File: src/hdl/pl_pkg.sv
// Shared types and constants for the positional list block.
package pl_pkg;

   localparam int DEFAULT_CAPACITY = 32;
   localparam int POS_W            = 8;
   localparam int VALUE_W          = 32;
   localparam int LEN_W            = 6;
   localparam int OP_W             = 2;
   localparam int STATUS_W         = 2;

   typedef enum logic [OP_W-1:0] {
      OP_APPEND = 2'd0,
      OP_INSERT = 2'd1,
      OP_DELETE = 2'd2,
      OP_UNUSED = 2'd3
   } op_type;

   typedef enum logic [STATUS_W-1:0] {
      ST_DONE  = 2'd0,
      ST_RANGE = 2'd1,
      ST_FULL  = 2'd2,
      ST_SPARE = 2'd3
   } status_type;

   // Command broadcast to every cell of the chain.
   typedef struct packed {
      logic               insert;
      logic               remove;
      logic [POS_W-1:0]   pos;
      logic [VALUE_W-1:0] value;
   } cell_cmd_type;

endpackage

File: src/hdl/pl_cell.sv
// One entry of the shift chain; takes a new value, or its left/right neighbor.
module pl_cell #(
   parameter int INDEX = 0
) (
   input  logic                          clock,
   input  pl_pkg::cell_cmd_type          cmd,
   input  logic [pl_pkg::VALUE_W-1:0]    left_data,
   input  logic [pl_pkg::VALUE_W-1:0]    right_data,
   output logic [pl_pkg::VALUE_W-1:0]    entry
);

   localparam logic [pl_pkg::POS_W:0] MY_POS = (pl_pkg::POS_W+1)'(INDEX);

   logic [pl_pkg::VALUE_W-1:0] entry_ff;
   logic [pl_pkg::VALUE_W-1:0] entry_in;
   logic [pl_pkg::POS_W:0]     pos_ext;

   assign pos_ext = {1'b0, cmd.pos};

   always_comb begin
      entry_in = entry_ff;
      if (cmd.insert) begin
         if (MY_POS == pos_ext) begin
            entry_in = cmd.value;
         end else if (MY_POS > pos_ext) begin
            entry_in = left_data;
         end
      end else if (cmd.remove && (MY_POS >= pos_ext)) begin
         entry_in = right_data;
      end
   end

   always_ff @(posedge clock) begin
      entry_ff <= entry_in;
   end

   assign entry = entry_ff;

endmodule

File: src/hdl/positional_list_insert_delete.sv
// Top level of the positional list: command decode, entry count and the cell chain.
//
//   channel | direction | tdata (low bit up)                 | tuser
//   --------+-----------+------------------------------------+---------------
//   req_    | in        | position[7:0], value[39:8]         | operation[1:0]
//   rsp_    | out       | status[1:0], length_after[7:2]     | -
//
// The whole chain of cells shifts at once, so a new beat can be taken on
// every clock while rsp_ is not stalled.
// The result sits in an output register; a new request is taken whenever that
// register is empty or is being drained in the same cycle.
// A stall on rsp_ holds req_tready low until the result beat is taken.
// reset is synchronous, active high; it empties the list (count to zero)
// and drops any pending result. Entry contents are not cleared.
module positional_list_insert_delete #(
   parameter int CAPACITY = pl_pkg::DEFAULT_CAPACITY
) (
   input  logic        clock,
   input  logic        reset,
   input  logic        req_tvalid,
   output logic        req_tready,
   input  logic [39:0] req_tdata,   // position[7:0], value[39:8]
   input  logic [1:0]  req_tuser,   // operation[1:0]
   output logic        rsp_tvalid,
   input  logic        rsp_tready,
   output logic [7:0]  rsp_tdata    // status[1:0], length_after[7:2]
);

   localparam int CNT_W = $clog2(CAPACITY + 1);
   localparam int EXT_W = pl_pkg::POS_W + 1;
   localparam logic [EXT_W-1:0] CAP_EXT = EXT_W'(CAPACITY);

   // Count of held entries and the registered result.
   logic [CNT_W-1:0]          count_ff;
   logic [CNT_W-1:0]          count_in;
   logic                      rsp_valid_ff;
   logic                      rsp_valid_in;
   pl_pkg::status_type        rsp_status_ff;
   pl_pkg::status_type        rsp_status_in;
   logic [pl_pkg::LEN_W-1:0]  rsp_len_ff;
   logic [pl_pkg::LEN_W-1:0]  rsp_len_in;

   logic                         accept;
   pl_pkg::op_type               op;
   logic [pl_pkg::POS_W-1:0]     req_pos;
   logic [pl_pkg::VALUE_W-1:0]   req_value;
   logic [EXT_W-1:0]             cnt_ext;
   logic [EXT_W-1:0]             pos_ext;
   logic [EXT_W-1:0]             cnt_next_ext;
   pl_pkg::status_type           status;
   pl_pkg::cell_cmd_type         cmd;

   logic [pl_pkg::VALUE_W-1:0] cell_q [CAPACITY];

   // Take a new beat whenever the output register is free or draining.
   assign req_tready = !rsp_valid_ff || rsp_tready;
   assign accept     = req_tvalid && req_tready;

   assign op        = pl_pkg::op_type'(req_tuser);
   assign req_pos   = req_tdata[7:0];
   assign req_value = req_tdata[39:8];
   assign cnt_ext   = EXT_W'(count_ff);
   assign pos_ext   = {1'b0, req_pos};

   // Decode: range check first, then the full check, as the list defines.
   always_comb begin
      cmd.insert = 1'b0;
      cmd.remove = 1'b0;
      cmd.pos    = req_pos;
      cmd.value  = req_value;
      status     = pl_pkg::ST_RANGE;
      case (op)
         pl_pkg::OP_APPEND: begin
            cmd.pos = pl_pkg::POS_W'(count_ff);
            if (cnt_ext == CAP_EXT) begin
               status = pl_pkg::ST_FULL;
            end else begin
               status     = pl_pkg::ST_DONE;
               cmd.insert = accept;
            end
         end
         pl_pkg::OP_INSERT: begin
            if (pos_ext > cnt_ext) begin
               status = pl_pkg::ST_RANGE;
            end else if (cnt_ext == CAP_EXT) begin
               status = pl_pkg::ST_FULL;
            end else begin
               status     = pl_pkg::ST_DONE;
               cmd.insert = accept;
            end
         end
         pl_pkg::OP_DELETE: begin
            if (pos_ext >= cnt_ext) begin
               status = pl_pkg::ST_RANGE;
            end else begin
               status     = pl_pkg::ST_DONE;
               cmd.remove = accept;
            end
         end
         default: begin
            status = pl_pkg::ST_RANGE;
         end
      endcase
   end

   // Advance the count with the chain; hold it on any error.
   always_comb begin
      count_in = count_ff;
      if (cmd.insert) begin
         count_in = count_ff + CNT_W'(1);
      end else if (cmd.remove) begin
         count_in = count_ff - CNT_W'(1);
      end
   end

   assign cnt_next_ext = EXT_W'(count_in);

   // Load the result on accept, drop it once the beat is taken.
   always_comb begin
      rsp_valid_in  = rsp_valid_ff;
      rsp_status_in = rsp_status_ff;
      rsp_len_in    = rsp_len_ff;
      if (accept) begin
         rsp_valid_in  = 1'b1;
         rsp_status_in = status;
         rsp_len_in    = cnt_next_ext[pl_pkg::LEN_W-1:0];
      end else if (rsp_tready) begin
         rsp_valid_in = 1'b0;
      end
   end

   always_ff @(posedge clock) begin
      if (reset) begin
         count_ff     <= '0;
         rsp_valid_ff <= 1'b0;
      end else begin
         count_ff     <= count_in;
         rsp_valid_ff <= rsp_valid_in;
      end
   end

   always_ff @(posedge clock) begin
      rsp_status_ff <= rsp_status_in;
      rsp_len_ff    <= rsp_len_in;
   end

   assign rsp_tvalid = rsp_valid_ff;
   assign rsp_tdata  = {rsp_len_ff, rsp_status_ff};

   // Chain of entry cells; cell 0 never takes its left input, the last cell
   // takes zero from the right when an entry is removed.
   for (genvar i = 0; i < CAPACITY; i++) begin : g_cell
      logic [pl_pkg::VALUE_W-1:0] left_d;
      logic [pl_pkg::VALUE_W-1:0] right_d;
      if (i == 0) begin : g_first
         assign left_d = req_value;
      end else begin : g_mid_l
         assign left_d = cell_q[i-1];
      end
      if (i == CAPACITY - 1) begin : g_last
         assign right_d = '0;
      end else begin : g_mid_r
         assign right_d = cell_q[i+1];
      end
      pl_cell #(
         .INDEX(i)
      ) u_cell (
         .clock      (clock),
         .cmd        (cmd),
         .left_data  (left_d),
         .right_data (right_d),
         .entry      (cell_q[i])
      );
   end

   // The count never passes the capacity.
   a_count_bound: assert property (@(posedge clock) disable iff (reset)
      EXT_W'(count_ff) <= CAP_EXT)
      else $error("entry count above capacity");

   // A pending result always reports the current count.
   a_len_matches: assert property (@(posedge clock) disable iff (reset)
      rsp_valid_ff |-> rsp_len_ff == cnt_ext[pl_pkg::LEN_W-1:0])
      else $error("reported length differs from count");

   // A full status is only given when the list is at capacity.
   a_full_only_at_cap: assert property (@(posedge clock) disable iff (reset)
      (rsp_valid_ff && rsp_status_ff == pl_pkg::ST_FULL) |-> cnt_ext == CAP_EXT)
      else $error("full status below capacity");

   // A successful insert grows the list by exactly one entry.
   a_insert_grows: assert property (@(posedge clock) disable iff (reset)
      cmd.insert |=> count_ff == $past(count_ff) + CNT_W'(1))
      else $error("insert did not grow the list by one");

   // A rejected operation leaves the count as it was.
   a_error_holds: assert property (@(posedge clock) disable iff (reset)
      (accept && status != pl_pkg::ST_DONE) |=> count_ff == $past(count_ff))
      else $error("failed operation changed the count");

endmodule
File: config.mk
export PLATFORM = sky130hd
export DESIGN_NAME = positional_list_insert_delete
export DESIGN_NICKNAME = d
export VERILOG_FILES = /design/src/hdl/pl_pkg.sv /design/src/hdl/pl_cell.sv /design/src/hdl/positional_list_insert_delete.sv
export SDC_FILE = /design/constraint.sdc
export NUM_CORES = 1
export LEC_CHECK = 0
export ABC_AREA = 1
export BUFFER_PORTS_ARGS = -buffer_cell sky130_fd_sc_hd__buf_2
export CAP_MARGIN = 20
export CORE_MARGIN = 1.5
export CORE_UTILIZATION = 43
export CTS_CLUSTER_SIZE = 25
export DETAILED_ROUTE_END_ITERATION = 6
export PLACE_DENSITY_LB_ADDON = 0.05
export SYNTH_ARGS = -nofsm -noshare
export SYNTH_HDL_FRONTEND = slang
export SYNTH_HIERARCHICAL = 1
export SYNTH_SLANG_ARGS = --single-unit
File: constraint.sdc
create_clock -name clock -period 2.45 [get_ports clock]
set_input_delay 0.49 -clock clock [delete_from_list [all_inputs] [get_ports clock]]
set_output_delay 0.49 -clock clock [all_outputs]
set_load 0.03 [all_outputs]
==> results of run 1 <==
-- stage by stage --
stage	utilization	hold WS [ns]	setup WS [ns]	power [W]
3_5_place_dp	0.528	0.511	0.304	0.000453
4_1_cts	0.540	0.470	0.413	0.000590
6_report	0.540	0.471	0.420	0.000581
3_3_place_gp	0.528	0.491	0.317	0.000450
5_1_grt	0.540	0.480	0.195	0.000623
2_1_floorplan	-	0.538	0.536	0.000411
-- logic make-up (layout without fill, tap and decap cells) --
kind of cell               Yosys count  count (layout)  synth area share
AOI/OAI and AO/OA                   12              12            0.0731
adders and majority gates            9               9             0.112
and+or+nand+nor                     67              67             0.343
xor gates and xnor gates             2               2            0.0174
DFF                                 15              15             0.377
buffers and inverters               21              49            0.0781
-- final timing paths --
path | endpoint | slack, ns | depth (start not counted)
setup reg to reg | rsp_len_ff[0] | 0.42 | 13
setup / recovery | rsp_len_ff[0] | 0.42 | 13
hold / removal | count_ff[5] | 0.47 | 2
hold reg to reg | rsp_tvalid | 0.52 | 2
-- power by group through the flow --
stage	clock network [W]	logic (W)	registers, W
after floorplan	0	0.0000891	0.000322
after global placement	0	0.000151	0.000299
after detailed placement	0	0.000154	0.000299
after CTS	0.000142	0.000155	0.000293
after global routing	0.000153	0.000174	0.000295
final	0.000135	0.000153	0.000293
-- cell type report --
cell class	instances	share of cell area
Inverter	21	0.0660
Timing Repair Buffer	24	0.103
Tap cell	28	0.0294
Sequential cell	15	0.319
Multi-Input combinational cell	90	0.461
Clock buffer	4	0.0220
-- routing by layer --
metal,up-vias,GRT usage,wire length (um)
met5,-,0,0
met4,0,0.0395,11
met3,2,0.0673,73
met2,14,0.284,896
met1,374,0.215,904
li1,465,-,-
-- cells in the final DEF (no fill, tap or decap), drive strengths merged --
cell type	Yosys	routed
a21boi	1	1
a21oi	5	5
buf	0	24
clkbuf	0	4
dfxtp	7	7
edfxtp	8	8
ha	9	9
inv	21	21
nand2	35	35
nand3	11	11
nand3b	1	1
nand4	3	3
nor2	13	13
nor3	3	3
o211ai	1	1
o21a	1	1
o21ai	3	3
o21bai	1	1
or2	1	1
xnor2	1	1
xor2	1	1
-- registers in the layout, summed over array words and instances (netlist names) --
name / cells
count_ff: 6
rsp_status_ff: 2
rsp_len_ff: 6
rsp_tvalid: 1
==> results.yml, run 1 <==
finish:
  syn_to_final_growth_pct: 18.2
  multi_input_comb_area_um2: 551
  fin_area_um2: 1190
  final_cell_count_no_fill: 182
  antenna_cells: 0
  drive_above_1_share: 0.247
  register_area_um2: 380
  fillCellCount: 235
  nets: 210
routing:
  wl_per_cell_um: 10.4
  wl_um: 1890
  avgViaCountPerCell: 4.70
  ant_nets: 0
  drt-pass1-iter-count: 4
  vias: 855
  initialDrtViolationCount: 19
  route.detailed.drc: 0
synth:
  synth_top_cell_by_area: "edfxtp_1"
  synthFlopType: "edfxtp_1"
  synth_nets: 181
  synth_top_area_share: 0.238
  synth_seq_area_share: 0.377
  synth_cells: 126
  synth_common_cells: "nand2_1 (32), inv_1 (20), nand3_1 (11)"
  ys_seq_elements: 15
  asyncSetResetFlopFracSynth: 0
  synth_area_um2: 1010
  synth_edf_count: 8
  synth_area_leaders: "edfxtp_1 (24%), dfxtp_1 (14%), nand2_1 (12%)"
  ys_types: 28
  yosysMostFrequentCell: "nand2_1"
  yosys_warnings: 6
  avgSynthCellArea_um2: 8.01
global_route:
  grt_max_degree: 9
  grt_pass1_vias: 789
  grt.overflow.total: 0
  track_usage: 0.174
  grt_pass1_wl_um: 3380
  grt_antenna_before_repair: 0
power:
  clkPwrFrac: 0.233
  p_int_w: 0.000401
  comb_power_share: 0.263
  power_density_nw_per_um2: 487
  peakVddDrop_mv: 0.361
  p_leak_nw: 0.590
  p_sw_frac: 0.310
  p_sw_w: 0.000180
  p_seq_frac: 0.504
setup_path:
  worstPathArrival_ns: 2.06
  crit_type: "flop to flop"
  critPathLaunch: "count_ff[3]"
  cp-start-kind: "flop"
  path_cells: "inv_1 -> ha_1 -> nand2_1 -> inv_1 -> nand2_1 -> nand2_1 -> nand2_1 -> nand3_1 -> nor2_2 -> nand2_2 -> nand2_1 -> xor2_1 -> inv_1"
  cp.required_ns: 2.48
  critPathTopFamily: "simple AND/OR/NAND/NOR gates"
  r2r-start: "count_ff[3]"
  cp_slowest_cell: "dfxtp_1"
  path_max_fanout: 4
  path_buf_inv: 3
  slowest_delay_ns: 0.38
  crit_top_cell: "nand2_1"
  endpoint_kind: "flop"
hold_path:
  hold_start: "reset"
  holdCritPathClass: "primary input to flop"
place:
  place_congestion: 0.774
  place_area_um2: 1170
  dp.cells: 178
  dp_hpwl_um: 1600
  portBuffers: 23
floorplanning:
  die_x_um: 51.5
  coreArea_um2: 2210
  ios: 56
  rows: 17
  initial_utilization: 0.456
  fp.dieArea_um2: 2650
  die_height_um: 51.5
cts:
  insertion_delay_ns: 0.27
  cts.sinks: 15
  clk_path_buf_depth: 2
  ctsHtreeMaxLevel: 1
  ctsHoldBuffers: 0
  cts-buffers-inserted: 3
  cts_tree: "done"
  path_clk_slew_ns: 0.08
  ctsResizeCount: 0
  root_buffer: "clkbuf_4"
  post_cts.repair.setup_buffers: 0
sta:
  hold_viol: 0
  max_freq_ghz: 0.493
  slew_headroom: 0.674
  worst_slew_pin_slew_ns: 0.488
  fin_crit_ns: 2.03
  period_share: 0.828
  rsz0062_at_grt: "no"
  tns_ns: 0
  slew_viol_final: 0
  setup_viol: 0
  skew_ns: 0.00136
status:
  outcome: "finished, final reports clean"
run:
  maxCapViolCount: 0
(Power assumes the default switching activity.)
==> inputs of run 2 (changes only) <==
ABC_AREA = 0   (was 1)
CORE_UTILIZATION = 39   (was 43)
clock period = 1.85 ns   (was 2.45 ns; I/O delays follow)
==> run 2 against run 1 <==
  * The flow now finishes with violations (negative setup slack)
  * Maximum frequency is 13% lower
  * Synthesized cell count shrank 24%
  * Combinational power increased by 97%
  * Cell area grew 24%
  * First-iteration DRC count down 53%
  * Clock skew rose by 0.0034 ns
  * Sequential share of layout area decreased by 6.0 points
  * Sequential cell count unchanged
==> results.yml, run 2 <==
status:
  outcome: "complete, but fails checks"
  violations: "negative setup slack"
cts:
  root_buffer: "clkbuf_4"
  clk_path_buf_depth: 2
  ctsHoldBuffers: 0
  path_clk_slew_ns: 0.10
  ctsHtreeMaxLevel: 1
  cts-buffers-inserted: 3
  cts_tree: "done"
  cts.sinks: 15
  insertion_delay_ns: 0.29
synth:
  synth_top_area_share: 0.250
  synthFlopType: "edfxtp_1"
  ys_seq_elements: 15
  synth_area_um2: 962
  ys_types: 31
  synth_top_cell_by_area: "edfxtp_1"
  synth_area_leaders: "edfxtp_1 (25%), dfxtp_1 (15%), ha_1 (12%)"
  synth_seq_area_share: 0.395
  synth_nets: 151
  yosysMostFrequentCell: "nor2_1"
  synth_cells: 96
  synth_common_cells: "nor2_1 (11), ha_1 (9), inv_1 (9)"
  yosys_warnings: 6
  synth_edf_count: 8
  asyncSetResetFlopFracSynth: 0
  avgSynthCellArea_um2: 10.0
finish:
  nets: 207
  register_area_um2: 384
  final_common_cell: "buf_4"
  drive_above_1_share: 0.556
  reg_top3: "count_ff (6), rsp_len_ff (6), rsp_status_ff (2)"
  multi_input_comb_area_um2: 661
  antenna_cells: 0
  layout_common_cells: "buf_4 (27), buf_2 (23), nor2_1 (10)"
  final_util: 0.653
  syn_to_final_growth_pct: 54.4
  fillCellCount: 199
sta:
  setup_viol: 14
  setup_ws_ns: -0.482
  hold_viol: 0
  skew_ns: 0.00473
  rsz0062_at_grt: "yes"
  period_share: 1.26
  slew_viol_final: 0
  max_freq_ghz: 0.429
  worst_slew_pin_slew_ns: 0.357
  fin_crit_ns: 2.33
  slew_headroom: 0.760
setup_path:
  reg2reg_depth: 8
  cp.required_ns: 1.89
  path_max_fanout: 3
  crit_type: "flop to flop"
  ff2ff_setup_slack_ns: -0.48
  cp-start-kind: "flop"
  r2r_end: "rsp_len_ff[1]"
  endpoint_kind: "flop"
  r2r-start: "count_ff[5]"
  worstPathArrival_ns: 2.37
power:
  p_leak_nw: 0.656
  peakVddDrop_mv: 0.392
  power_density_nw_per_um2: 597
  p_total_w: 0.000887
floorplanning:
  ios: 56
  initial_utilization: 0.423
  die_x_um: 52.7
  rows: 17
  fp.dieArea_um2: 2770
  coreArea_um2: 2280
  die_height_um: 52.7
global_route:
  grt_max_degree: 12
  grt_pass1_wl_um: 3800
  grt.overflow.total: 0
  grt_antenna_before_repair: 0
  grt_pass1_vias: 877
  track_usage: 0.191
run:
  maxCapViolCount: 0
routing:
  wl_per_cell_um: 13.5
  drt-pass1-iter-count: 4
  ant_nets: 0
  vias: 919
  wl_um: 2430
  route.detailed.drc: 0
  initialDrtViolationCount: 9
  avgViaCountPerCell: 5.13
hold_path:
  hold_depth: 3
  hold_start: "req_tvalid"
  holdCritPathClass: "primary input to flop"
  min_to: "rsp_tvalid"
place:
  dp_hpwl_um: 1830
  pre_cts_ws_ns: -0.625
  place_congestion: 0.905
  portBuffers: 23
==> run 2: changes by cell type after synthesis, sizes merged, moves of 3 or more <==
cell | previous run | this run
nand2 | 35 | 4
nand3 | 11 | 4
inv | 21 | 9
nor2b | 0 | 3
mux2 | 0 | 4
xnor2 | 1 | 4
==> run 2: worst max path at each step <==
stage	cells after the start	slack (ns)	to	from
CTS	8	-0.49	rsp_len_ff[1]	count_ff[5]
global route	8	-0.60	rsp_len_ff[1]	count_ff[5]
finish	8	-0.48	rsp_len_ff[1]	count_ff[5]
floorplan	8	-0.44	rsp_len_ff[1]	count_ff[4]
global placement	8	-0.56	rsp_len_ff[1]	req_tdata[5]
detailed placement	8	-0.62	rsp_len_ff[1]	req_tdata[5]
==> run 2: repair_timing <==
| item | 4_1_cts | 5_1_grt |
|---|---|---|
| setup buffers | 2 | 2 |
| setup endpoints to repair | 13 | 14 |
| pin swaps | 2 | 2 |
| endpoints found under the hold margin | 0 | 0 |
| resized for setup | 10 | 7 |
==> run 2: metal layers <==
layer	part of all wire	track usage	routed length, um
met1	0.47	0.250	1130
met3	0.035	0.0286	86
met2	0.47	0.308	1130
met4	0.029	0.0855	71
met5	0	0	0
==> run 2: cells by family (layout without fill, tap and decap cells) <==
| family | count (synthesis) | count (layout) | share of synthesized area |
|---|---|---|---|
| muxes | 5 | 5 | 0.0572 |
| adders and majority gates | 9 | 9 | 0.117 |
| buffers and inverters | 10 | 65 | 0.0390 |
| xor gates and xnor gates | 4 | 4 | 0.0364 |
| and+or+nand+nor | 37 | 37 | 0.218 |
| DFF | 15 | 15 | 0.395 |
| AOI/OAI and AO/OA | 16 | 16 | 0.137 |
==> run 2: worst max-delay path, cell delays in order (launching register included) <==
cell and delay, ns:
dfxtp_2 0.34, inv_2 0.05, ha_4 0.22, a2111oi_4 0.32, nand2_1 0.10, o211a_1 0.24, or4b_4 0.51, a211oi_2 0.24
a31oi_1 0.07
==> run 2: cell type report <==
class / instances / share of cell area
clock inverters: 1 / 0.00337
inverters: 9 / 0.0227
flip-flops and latches: 15 / 0.259
repair buffers: 52 / 0.232
multi-input cells: 71 / 0.445
well taps: 28 / 0.0236
clock buffers: 3 / 0.0152
==> run 2: power by group <==
| part | leakage (nW) | total (W) | internal, W | switching (W) |
|---|---|---|---|---|
| Clock | 0.0177 | 0.000198 | 0.0000803 | 0.000118 |
| Combinational | 0.500 | 0.000302 | 0.000130 | 0.000173 |
| Sequential | 0.138 | 0.000387 | 0.000379 | 0.00000785 |
| Total | 0.656 | 0.000887 | 0.000589 | 0.000298 |
==> run 2: stage by stage <==
stage / area, um2 / setup TNS, ns / hold WS, ns / std cells
5_1_grt: 1490 / -6.62 / 0.328 / 179
3_5_place_dp: 1360 / -6.05 / 0.499 / 172
2_1_floorplan: 1020 / -2.13 / 0.499 / 96
3_3_place_gp: 1360 / -5.52 / 0.486 / 172
4_1_cts: 1450 / -4.94 / 0.322 / 178
6_report: 1490 / -4.98 / 0.321 / 179
